**src/design/lsm_pkg.sv**
```systemverilog
// Shared types and constants for the line substring matcher.
// Used by lsm_front, lsm_queue, lsm_back and line_substring_matcher; no dependencies.
package lsm_pkg;

	// input request codes
	localparam logic [1:0] REQ_LOAD = 2'd0;
	localparam logic [1:0] REQ_DATA = 2'd1;
	localparam logic [1:0] REQ_EOF  = 2'd2;

	// classified operations carried through the queue
	localparam logic [1:0] OP_LOAD = 2'd0;
	localparam logic [1:0] OP_BYTE = 2'd1;
	localparam logic [1:0] OP_EOL  = 2'd2;
	localparam logic [1:0] OP_EOF  = 2'd3;

	localparam logic [7:0]  CHAR_CR      = 8'h0D;
	localparam logic [7:0]  CHAR_LF      = 8'h0A;
	localparam logic [7:0]  LEN_OUT_MAX  = 8'd255;
	localparam logic [31:0] LINE_NUM_MAX = 32'hFFFF_FFFF;

	// configuration port
	localparam int         ADDR_W          = 3;
	localparam logic [0:0] REG_PATTERN_LEN = 1'b0;

	// queue between front and back
	localparam int QDEPTH = 4;
	localparam int QAW    = 2;

	typedef struct packed {
		logic [1:0] op;
		logic [7:0] data;
		logic [6:0] index;
	} q_item_t;

endpackage

```
**src/design/lsm_front.sv**
```systemverilog
// Front end: accepts input items, drops those with no effect and classifies the rest.
// Depends on lsm_pkg.
module lsm_front #(
	parameter int PATTERN_MAX = 127
) (
	input  logic             in_valid,
	output logic             in_stall,
	input  logic [1:0]       req_type,
	input  logic [7:0]       byte_value,
	input  logic [6:0]       pattern_index,
	input  logic             q_full,
	output logic             push,
	output lsm_pkg::q_item_t push_item
);
	import lsm_pkg::*;

	localparam logic [7:0] PMAX8 = 8'(PATTERN_MAX);

	logic keep;

	always_comb begin
		keep            = 1'b0;
		push_item.op    = OP_LOAD;
		push_item.data  = byte_value;
		push_item.index = pattern_index;
		case (req_type)
			REQ_LOAD: begin
				keep         = ({1'b0, pattern_index} < PMAX8);
				push_item.op = OP_LOAD;
			end
			REQ_DATA: begin
				// carriage returns vanish here
				keep         = (byte_value != CHAR_CR);
				push_item.op = (byte_value == CHAR_LF) ? OP_EOL : OP_BYTE;
			end
			REQ_EOF: begin
				keep         = 1'b1;
				push_item.op = OP_EOF;
			end
			default: begin
				keep = 1'b0;
			end
		endcase
	end

	assign in_stall = q_full;
	assign push     = in_valid && !q_full && keep;

endmodule

```
**src/design/lsm_queue.sv**
```systemverilog
// Short FIFO of classified items between the front and back ends.
// Depends on lsm_pkg.
module lsm_queue (
	input  logic             clk,
	input  logic             arst_n,
	input  logic             push,
	input  lsm_pkg::q_item_t push_item,
	output logic             full,
	output logic             head_valid,
	output lsm_pkg::q_item_t head_item,
	input  logic             pop
);
	import lsm_pkg::*;

	q_item_t        items_q [QDEPTH];
	logic [QAW-1:0] wr_ptr_q;
	logic [QAW-1:0] rd_ptr_q;
	logic [QAW:0]   count_q;

	assign full       = (count_q == (QAW+1)'(QDEPTH));
	assign head_valid = (count_q != '0);
	assign head_item  = items_q[rd_ptr_q];

	always_ff @(posedge clk) begin
		if (push) begin
			items_q[wr_ptr_q] <= push_item;
		end
	end

	always_ff @(posedge clk or negedge arst_n) begin
		if (!arst_n) begin
			wr_ptr_q <= '0;
			rd_ptr_q <= '0;
			count_q  <= '0;
		end else begin
			if (push) begin
				wr_ptr_q <= wr_ptr_q + 1'b1;
			end
			if (pop) begin
				rd_ptr_q <= rd_ptr_q + 1'b1;
			end
			case ({push, pop})
				2'b10:   count_q <= count_q + 1'b1;
				2'b01:   count_q <= count_q - 1'b1;
				default: count_q <= count_q;
			endcase
		end
	end

endmodule

```
**src/design/lsm_back.sv**
```systemverilog
// Back end: pattern store, shift-and match cells, line bookkeeping and result register.
// Depends on lsm_pkg.
module lsm_back #(
	parameter int PATTERN_MAX = 127,
	parameter int LINE_MAX    = 255
) (
	input  logic             clk,
	input  logic             arst_n,
	input  logic             head_valid,
	input  lsm_pkg::q_item_t head_item,
	output logic             pop,
	input  logic [6:0]       pattern_length,
	output logic             out_valid,
	input  logic             out_stall,
	output logic [31:0]      line_number,
	output logic [7:0]       line_length
);
	import lsm_pkg::*;

	localparam int         CW    = $clog2(LINE_MAX + 1);
	localparam int         LW    = (CW > 8) ? CW : 8;
	localparam logic [7:0] PMAX8 = 8'(PATTERN_MAX);

	logic [7:0]             pat_q [PATTERN_MAX];
	logic [PATTERN_MAX-1:0] pm_q;
	logic                   match_q;
	logic                   zero_q;
	logic [CW-1:0]          count_q;
	logic [31:0]            line_q;
	logic                   out_valid_q;
	logic [31:0]            num_q;
	logic [7:0]             len_q;

	logic [7:0]             used;
	logic [PATTERN_MAX-1:0] pm_new;
	logic                   hit;
	logic                   go;
	logic                   room;
	logic                   line_hit;
	logic                   emit;
	logic [LW-1:0]          cnt_ext;
	logic [7:0]             len_out;

	assign used = ({1'b0, pattern_length} > PMAX8) ? PMAX8 : {1'b0, pattern_length};

	// one shift-and step: each cell extends the prefix held by its neighbour
	always_comb begin
		hit = 1'b0;
		for (int j = 0; j < PATTERN_MAX; j++) begin
			pm_new[j] = (8'(j) < used) && ((j == 0) ? 1'b1 : pm_q[(j == 0) ? 0 : j-1])
				&& (pat_q[j] == head_item.data);
			hit = hit || (pm_new[j] && (used != 8'd0) && (8'(j) == used - 8'd1));
		end
	end

	assign go       = head_valid && (!out_valid_q || !out_stall);
	assign pop      = go;
	assign room     = (count_q < CW'(LINE_MAX));
	assign line_hit = (used == 8'd0) || match_q;
	assign emit     = go && line_hit && ((head_item.op == OP_EOL) ||
		((head_item.op == OP_EOF) && (count_q != '0)));
	assign cnt_ext  = LW'(count_q);
	assign len_out  = (cnt_ext > LW'(LEN_OUT_MAX)) ? LEN_OUT_MAX : cnt_ext[7:0];

	for (genvar g = 0; g < PATTERN_MAX; g++) begin : g_pat
		always_ff @(posedge clk) begin
			if (go && (head_item.op == OP_LOAD) && ({1'b0, head_item.index} == 8'(g))) begin
				pat_q[g] <= head_item.data;
			end
		end
	end

	always_ff @(posedge clk or negedge arst_n) begin
		if (!arst_n) begin
			pm_q        <= '0;
			match_q     <= 1'b0;
			zero_q      <= 1'b0;
			count_q     <= '0;
			line_q      <= 32'd1;
			out_valid_q <= 1'b0;
		end else begin
			if (emit) begin
				out_valid_q <= 1'b1;
			end else if (!out_stall) begin
				out_valid_q <= 1'b0;
			end
			if (go) begin
				case (head_item.op)
					OP_BYTE: begin
						if (room) begin
							count_q <= count_q + 1'b1;
							if (head_item.data == 8'd0) begin
								zero_q <= 1'b1;
							end else if (!zero_q) begin
								pm_q <= pm_new;
								if (hit) begin
									match_q <= 1'b1;
								end
							end
						end
					end
					OP_EOL: begin
						pm_q    <= '0;
						match_q <= 1'b0;
						zero_q  <= 1'b0;
						count_q <= '0;
						if (line_q != LINE_NUM_MAX) begin
							line_q <= line_q + 32'd1;
						end
					end
					OP_EOF: begin
						pm_q    <= '0;
						match_q <= 1'b0;
						zero_q  <= 1'b0;
						count_q <= '0;
						line_q  <= 32'd1;
					end
					default: begin
						pm_q <= pm_q;
					end
				endcase
			end
		end
	end

	always_ff @(posedge clk) begin
		if (emit) begin
			num_q <= line_q;
			len_q <= len_out;
		end
	end

	assign out_valid   = out_valid_q;
	assign line_number = num_q;
	assign line_length = len_q;

endmodule

```
**src/design/line_substring_matcher.sv**
```systemverilog
// Top level of the line substring matcher: configuration register and front/queue/back wiring.
// Depends on lsm_pkg, lsm_front, lsm_queue and lsm_back.
//
// The block reads a text stream one byte per item and reports every line that
// contains a fixed pattern. Load the pattern with load items (req_type 0, one
// byte per pattern_index) and set pattern_length through the configuration
// port before sending text; a length of zero matches every line. Data items
// (req_type 1) carry text: a newline ends a line, carriage returns are dropped,
// only the first LINE_MAX bytes of a line are stored, and matching stops at the
// first zero byte. An end-of-file item (req_type 2) flushes a non-empty partial
// line and restarts numbering at 1. Each matching line yields one result item
// with its line number (saturating at the top of 32 bits) and stored length
// (saturating at 255). The front end classifies each input item and pushes
// it into a four-entry queue, and the back end updates all shift-and match
// cells for a text byte in a single step, so items stream back to back while
// the queue has room. A result is registered in the cycle after its newline
// or end-of-file item leaves the queue; the back end only pauses while a
// finished result waits on out_stall.
module line_substring_matcher #(
	parameter int PATTERN_MAX = 127,
	parameter int LINE_MAX    = 255
) (
	input  logic                       clk,
	input  logic                       arst_n,
	// configuration port
	input  logic                       psel,
	input  logic                       penable,
	input  logic                       pwrite,
	input  logic [lsm_pkg::ADDR_W-1:0] paddr,
	input  logic [31:0]                pwdata,
	output logic [31:0]                prdata,
	output logic                       pready,
	// input items
	input  logic                       in_valid,
	output logic                       in_stall,
	input  logic [1:0]                 req_type,
	input  logic [7:0]                 byte_value,
	input  logic [6:0]                 pattern_index,
	// result items
	output logic                       out_valid,
	input  logic                       out_stall,
	output logic [31:0]                line_number,
	output logic [7:0]                 line_length
);
	import lsm_pkg::*;

	logic [6:0] pattern_length_q;
	logic       cfg_wr;
	logic       sel_len;

	logic    push;
	q_item_t push_item;
	logic    q_full;
	logic    head_valid;
	q_item_t head_item;
	logic    pop;

	// Word address sits in the top bit; only the first word holds a register.
	assign sel_len = (paddr[ADDR_W-1] == REG_PATTERN_LEN);
	assign pready  = 1'b1;
	assign cfg_wr  = psel && penable && pwrite && pready;
	assign prdata  = sel_len ? {25'd0, pattern_length_q} : 32'd0;

	// Hold the pattern length; the user must write it only while the block is idle (not enforced here).
	always_ff @(posedge clk or negedge arst_n) begin
		if (!arst_n) begin
			pattern_length_q <= 7'd0;
		end else if (cfg_wr && sel_len) begin
			pattern_length_q <= pwdata[6:0];
		end
	end

	// Classify each item and drop those that change nothing downstream.
	lsm_front #(
		.PATTERN_MAX(PATTERN_MAX)
	) u_front (
		.in_valid     (in_valid),
		.in_stall     (in_stall),
		.req_type     (req_type),
		.byte_value   (byte_value),
		.pattern_index(pattern_index),
		.q_full       (q_full),
		.push         (push),
		.push_item    (push_item)
	);

	// Decouple the input side from result back-pressure.
	lsm_queue u_queue (
		.clk       (clk),
		.arst_n    (arst_n),
		.push      (push),
		.push_item (push_item),
		.full      (q_full),
		.head_valid(head_valid),
		.head_item (head_item),
		.pop       (pop)
	);

	// Advance the match cells and line state, and register results.
	lsm_back #(
		.PATTERN_MAX(PATTERN_MAX),
		.LINE_MAX   (LINE_MAX)
	) u_back (
		.clk           (clk),
		.arst_n        (arst_n),
		.head_valid    (head_valid),
		.head_item     (head_item),
		.pop           (pop),
		.pattern_length(pattern_length_q),
		.out_valid     (out_valid),
		.out_stall     (out_stall),
		.line_number   (line_number),
		.line_length   (line_length)
	);

endmodule
```
**config.mk**
```make
export PLATFORM = sky130hd
export DESIGN_NAME = line_substring_matcher
export DESIGN_NICKNAME = d
export VERILOG_FILES = /design/src/design/lsm_pkg.sv /design/src/design/lsm_front.sv /design/src/design/lsm_queue.sv /design/src/design/lsm_back.sv /design/src/design/line_substring_matcher.sv
export SDC_FILE = /design/constraint.sdc
export NUM_CORES = 2
export LEC_CHECK = 0
export BUFFER_PORTS_ARGS = -buffer_cell sky130_fd_sc_hd__clkbuf_2
export CAP_MARGIN = 20
export CELL_PAD_IN_SITES_DETAIL_PLACEMENT = 0
export CELL_PAD_IN_SITES_GLOBAL_PLACEMENT = 1
export CORE_ASPECT_RATIO = 1.5
export CORE_UTILIZATION = 50
export DETAILED_ROUTE_END_ITERATION = 7
export PLACE_DENSITY_LB_ADDON = 0.1
export SETUP_SLACK_MARGIN = 0.3
export SLEW_MARGIN = 20
export SYNTH_ARGS = -nofsm -noshare
export SYNTH_HDL_FRONTEND = slang
export SYNTH_SLANG_ARGS = --single-unit
```
**constraint.sdc**
```tcl
create_clock -name clk -period 6.4 [get_ports clk]
set_clock_uncertainty 0.2 [all_clocks]
set_input_delay 1.28 -clock clk [delete_from_list [all_inputs] [get_ports clk]]
set_output_delay 1.28 -clock clk [all_outputs]
set_load 0.03 [all_outputs]
```
### Word level (Yosys, flattened, before mapping)

Memory sizes are Yosys's and may differ from the RTL's.
Index checks and enable logic that the tools add are counted.

* register bits: 223
* bits in latches: 0
* bits in writable memories: 1084
* memory bits (read-only): 0
* input port bits: 59
* output and inout bits: 75
* word-level logic and storage cells: 2126
* memories: 2

* $add $sub $neg: 7
* $mul: 0
* div/mod/pow operators: 0
* $lt $le $gt $ge: 130
* equality and inequality tests: 397
* shifts and indexed selects: 0
* multiplexer cells: 657
* bitwise gates (word level): 1
* reduce and logical (&&, ||, !) cells: 920

Memory list
* u_back.pat_q: words 127, width 8, rd ports 127, clocked after Yosys merged registers in 0, wr ports 1, line lsm_back.sv:24 `logic [7:0] pat_q [PATTERN_MAX];`
* u_queue.items_q: words 4, width 17, rd ports 1, clocked after Yosys merged registers in 0, wr ports 1, line lsm_queue.sv:15 `q_item_t items_q [QDEPTH];`

Operators by type and width (number)
* $eq A8 B8 Y1: 127
* $mux W8: 127
* $reduce_or A8 Y1: 126
* $mux W7: 127
* $logic_and A1 B1 Y1: 644
* $eq A7 B8 Y1 const A: 63
* $eq A7 B7 Y1 const B: 63
* $lt A7 B7 Y1 const A: 63
* $mux W1: 390
* $mux W126: 3
* $eq A6 B8 Y1 const A: 32
* $pmux W126 S2: 1
* $eq A7 B6 Y1 const B: 32
* $lt A6 B7 Y1 const A: 32
* $logic_or A1 B1 Y1: 129
* $eq A5 B8 Y1 const A: 16
* $eq A7 B5 Y1 const B: 16
* $lt A5 B7 Y1 const A: 16
* $eq A4 B8 Y1 const A: 8
* $pmux W32 S2: 1
* $eq A7 B4 Y1 const B: 8
* $lt A4 B7 Y1 const A: 8
* $add A32 B1 Y32 const B: 1
* $eq A3 B8 Y1 const A: 4
* 44 further kinds: 75

### Depth between registers and ports, before layout

* word-level depth: 136
* gate-level depth with buffers: 17
* gate-level depth less buffers: 13

### By module

Synthesis repeated with hierarchy kept, for this count alone.

* cells, all modules: 4009
* area total of the unflattened synthesis: 57586.5 µm²

Modules (own cells, without submodules)
* lsm_back: instances 1, cells each 3797, area an instance 53875.4 µm², sequential area each 35940.7 µm²
* lsm_queue: instances 1, cells each 122, area an instance 2887.8 µm², sequential area each 2217.1 µm²
* line_substring_matcher: instances 1, cells each 50, area an instance 541.8 µm², sequential area each 175.2 µm²
* lsm_front: instances 1, cells each 40, area an instance 281.5 µm², sequential area each 0.0 µm²

### Worst setup path after synthesis

No wires, ideal clock.

* kind: in2reg
* start: in out_stall
* end: reg u_back.len_q[0] (netlist: u_back.line_length[0]) (enable)
* setup time: 0.487 ns
* arrival time: 4.454 ns
* required time: 5.713 ns
* path slack: 1.259 ns
* stages on the path: 5
* path buffers: 0
* cell sequence: nand2_1 o31ai_1 clkinv_1 nand2_1 nor3_1

* word-level cells in the longest chain between the ends: 5

RTL lines
* start: declaration: line line_substring_matcher.sv:41 `input logic out_stall,`
* $logic_not A1 Y1: line lsm_back.sv:56 `assign go = head_valid && (!out_valid_q || !out_stall);`
* $logic_or A1 B1 Y1: line lsm_back.sv:56
* $logic_and A1 B1 Y1: line lsm_back.sv:56
* named net pop: line line_substring_matcher.sv:56 `logic pop;`
* $logic_and A1 B1 Y1 (2 in a row): line lsm_back.sv:60 `assign emit = go && line_hit && ((head_item.op == OP_EOL) ||`
* named net u_back.emit: line lsm_back.sv:40 `logic emit;`
* end signal: assignment: line lsm_back.sv:129 `len_q <= len_out;`
* end: declaration: line lsm_back.sv:32 `logic [7:0] len_q;`

The timed path passes the listed nets, and every way through them passes these cells.
A chain may end at the register's enable or synchronous reset.

### Worst setup path after layout

* start: reg u_queue.rd_ptr_q[1]
* end: reg u_back.match_q

* word-level cells in the longest chain between the ends: 133
* elaborated cells on any way between the ends: 647
* classes of those cells: 134 x eq/ne; 1 x mux; 511 x reduce/logical; 1 x memory

RTL lines
* start: declaration: line lsm_queue.sv:17 `logic [QAW-1:0] rd_ptr_q;`
* start signal: assignment: line lsm_queue.sv:40 `rd_ptr_q <= rd_ptr_q + 1'b1;`
* $mem_v2 Z4 W17 (*)
* $eq A8 B8 Y1: line lsm_back.sv:51 `&& (pat_q[j] == head_item.data);`
* $logic_and A1 B1 Y1: line lsm_back.sv:51
* $logic_and A1 B1 Y1 (2 in a row): line lsm_back.sv:52 `hit = hit || (pm_new[j] && (used != 8'd0) && (8'(j) == used - 8'd1));`
* $logic_or A1 B1 Y1 (126 in a row): line lsm_back.sv:52
* $ne A2 B1 Y1 (no line)
* $reduce_and A6 Y1 (no line)
* end signal: assignment: line lsm_back.sv:76 `match_q <= 1'b0;`
* end signal: assignment: line lsm_back.sv:97 `match_q <= 1'b1;`
* end signal: assignment: line lsm_back.sv:104 `match_q <= 1'b0;`
* end: declaration: line lsm_back.sv:26 `logic match_q;`

Every way passes the cells marked *; elsewhere a longest branch is shown, timed or not.

==> flow_summary.toml <==
[route]
drt_iter0_drc = 3087
drt_first_pass_iters = 6
dr_total_vias = 34300
drtAntennaViolNets = 0
routedWlPerCell_um = 28.0
finalWirelength_um = 165000
drc = 0
vias_per_cell = 5.81

[sta]
max_freq_mhz = 195
slew_viol_final = 0
layout_min_cycle_time_ns = 5.14
rsz0062_at_grt = "false"
hold_violations = 0
finalSetupViolCount = 0
worstMarginPinSlew_ns = 1.29
max-slew-margin-rel = 0.137
fin_tns_setup_ns = 0
post-route-period-util = 0.802

[floorplan]
dieArea_sq_um = 117000
io_pins = 134
coreArea_sq_um = 115000
die_y_um = 419
start_util = 0.505
rows = 152
chipWidth_um = 280

[placement]
hpwl_um = 109000
dp.cells = 5664
port_buffers = 80
gp_congestion = 0.941

[flow_run]
drv_cap = 0

[synthesis]
synth_warnings = 0
synthMuxAreaShare = 0.0105
synth_enable_flop_cells = 1124
ys_async_sr_fraction = 0.140
synth_adder_area_share = 0.00294
ys_top_cells_by_area = "edfxtp_1 (58%), xnor2_1 (12%), dfrtp_1 (7.9%)"
syn_inst = 4078
yosysSeqAreaShare = 0.662
synth_cell_types = 83
yosysTopAreaCell = "edfxtp_1"
synth_compound_area_frac = 0.0517
netlist_area_sq_um = 57900
yosysTopAreaCellShare = 0.583
synth_top_family_by_area = "XOR/XNOR gates"
synth-simple-area-share = 0.0869
synth_xor_area_frac = 0.158
synth_area_per_cell_sq_um = 14.2
ys.flop_type = "edfxtp_1"
synth.ff_latch_count = 1307

[setup_path]
worst_path_most_repeated_cell = "buf_4"
endpoint = "u_back.match_q"
r2r-start = "u_queue.rd_ptr_q[1]"
cp_top_family = "compound AO/OA/AOI/OAI gates"
rr_worst_depth = 11
cp.depth = 11
crit_chain = "buf_4 > mux4_4 > buf_4 > xor2_1 > nor3_1 > nand4_1 > o221ai_1 > a211o_1 > o311ai_0 > o2111a_1 > a221oi_2"
slowest_stage = "mux4_4"
critPathRequiredTime_ns = 6.82
cp_num_buf_inv = 2
critPathCaptureType = "flop"
critPathMaxFanout = 40
crit_type = "reg2reg"
r2r_end = "u_back.match_q"
critical_path.startpoint = "u_queue.rd_ptr_q[1]"
worstPathArrival_ns = 5.56
crit_path_start_kind = "flop"
cpPeakStageDelay_ns = 0.93
r2r_slack_ns = 1.26

[hold_path]
hold_class = "reg2reg"

[cts]
cts_buffers = 131
insertion_delay_ns = 0.76
postCtsSetupBuffers = 0
root_buffer = "clkbuf_16"
htree_num_levels = 4
cts.hold.buffers_added = 0
cts_tree = "built"
cts.sinks = 1307
clk_pin_slew_ns = 0.07
post_cts_resized = 0
clock_path_buffers = 3

[global_routing]
grt_antenna_before_repair = 3
grt_pass1_vias = 33500
gr-usage-all-layers = 0.285
grt_max_degree = 85
grt_pass1_wl_um = 239000
overflow = 0

[final_layout]
mostFrequentLayoutCell = "edfxtp_1"
area_growth_pct = 11.8
final_cell_mix = "edfxtp_1 (1124), xnor2_1 (765), xor2_1 (282)"
layout-drive-gt1-share = 0.112
nets = 4329
final_cells = 5904

[pwr]
vdd_drop_max_uv = 309
powerDensity_nw_per_um2 = 454
p_leak_nw = 21.0

[status]
status = "finished clean"
[layout make-up]
class | count | area, sq um
diodes | 3 | 7.51
fillers | 9428 | 49900
inverters | 30 | 145
clock buffers | 192 | 3770
well taps | 1540 | 1930
repair buffers | 252 | 2000
multi-input cells | 2535 | 18100
clock inverters | 45 | 405
flip-flops and latches | 1307 | 38300
[flip-flops by register name, summed over array words and instances (netlist names)]
register and cells:
u_back.zero_q 1, u_back.out_valid 1, u_back.line_number 32, u_queue.items_q 68
u_back.match_q 1, pattern_length_q 7, u_queue.count_q 3, u_back.pat_q 1016
u_back.pm_q 126, u_queue.rd_ptr_q 2, u_queue.wr_ptr_q 2, u_back.line_length 8
u_back.line_q 32, u_back.cnt_ext 8
[cell families (layout without fill, tap and decap cells)]
logic type	count (synthesis)	in the layout
mux	39	39
compound gates	406	406
buf+inv	260	519
flops	1307	1307
simple gates	1004	1004
fa+ha+maj	13	13
other cells	2	29
xor+xnor	1047	1047
[where the power goes]
part,internal (W),switching [W]
Clock,0.00437,0.00321
Combinational,0.00348,0.00739
Sequential,0.0107,0.000217
[through the flow]
step	instance area [sq um]	total power [W]	setup slack [ns]	util	hold WS (ns)
2_1_floorplan	58000	0.0184	1.26	-	0.225
6_report	64700	0.0294	1.26	0.565	0.248
3_5_place_dp	60600	0.0221	1.29	0.528	0.236
5_1_grt	64700	0.0306	1.08	0.564	0.263
3_3_place_gp	60500	0.0219	1.31	0.528	0.232
4_1_cts	64700	0.0296	1.29	0.564	0.251
[synthesized netlist by cell type, types with 13 or more instances]
library cell	count
edfxtp_1	1124
xnor2_1	765
xor2_1	282
nor2_1	246
dfrtp_1	182
nand2_1	168
nand4_1	147
nand3_1	134
nor3_1	100
buf_4	98
nor4_1	73
o21ai_0	73
a22o_1	72
clkbuf_1	67
a21oi_1	54
buf_2	38
o2111ai_1	38
nor2b_1	30
inv_1	25
and2_1	18
or3_1	18
nand2b_1	16
o22ai_1	15
buf_6	14
mux4_2	14
o211ai_1	14
o31ai_1	14
a31oi_1	13
and3_1	13
[worst min path at each step]
stage | to | depth (start not counted) | startpoint | slack (ns)
6_report | u_back.line_number[26] | 0 | u_back.line_q[26] | 0.25
5_1_grt | u_back.line_number[26] | 0 | u_back.line_q[26] | 0.26
4_1_cts | u_back.line_number[26] | 0 | u_back.line_q[26] | 0.25
3_5_place_dp | u_back.line_number[26] | 0 | u_back.line_q[26] | 0.24
3_3_place_gp | u_back.line_number[26] | 0 | u_back.line_q[26] | 0.23
2_1_floorplan | u_back.line_number[26] | 0 | u_back.line_q[26] | 0.22
[metal layers]
layer  up-vias  routed length (um)  GRT usage
met5         -                  12          0
met4         2                8940      0.144
met3       336                9380     0.0440
met2      1161               80100      0.468
met1     17500               66800      0.369
li1      15300                   -          -
(Power assumes the default switching activity.)
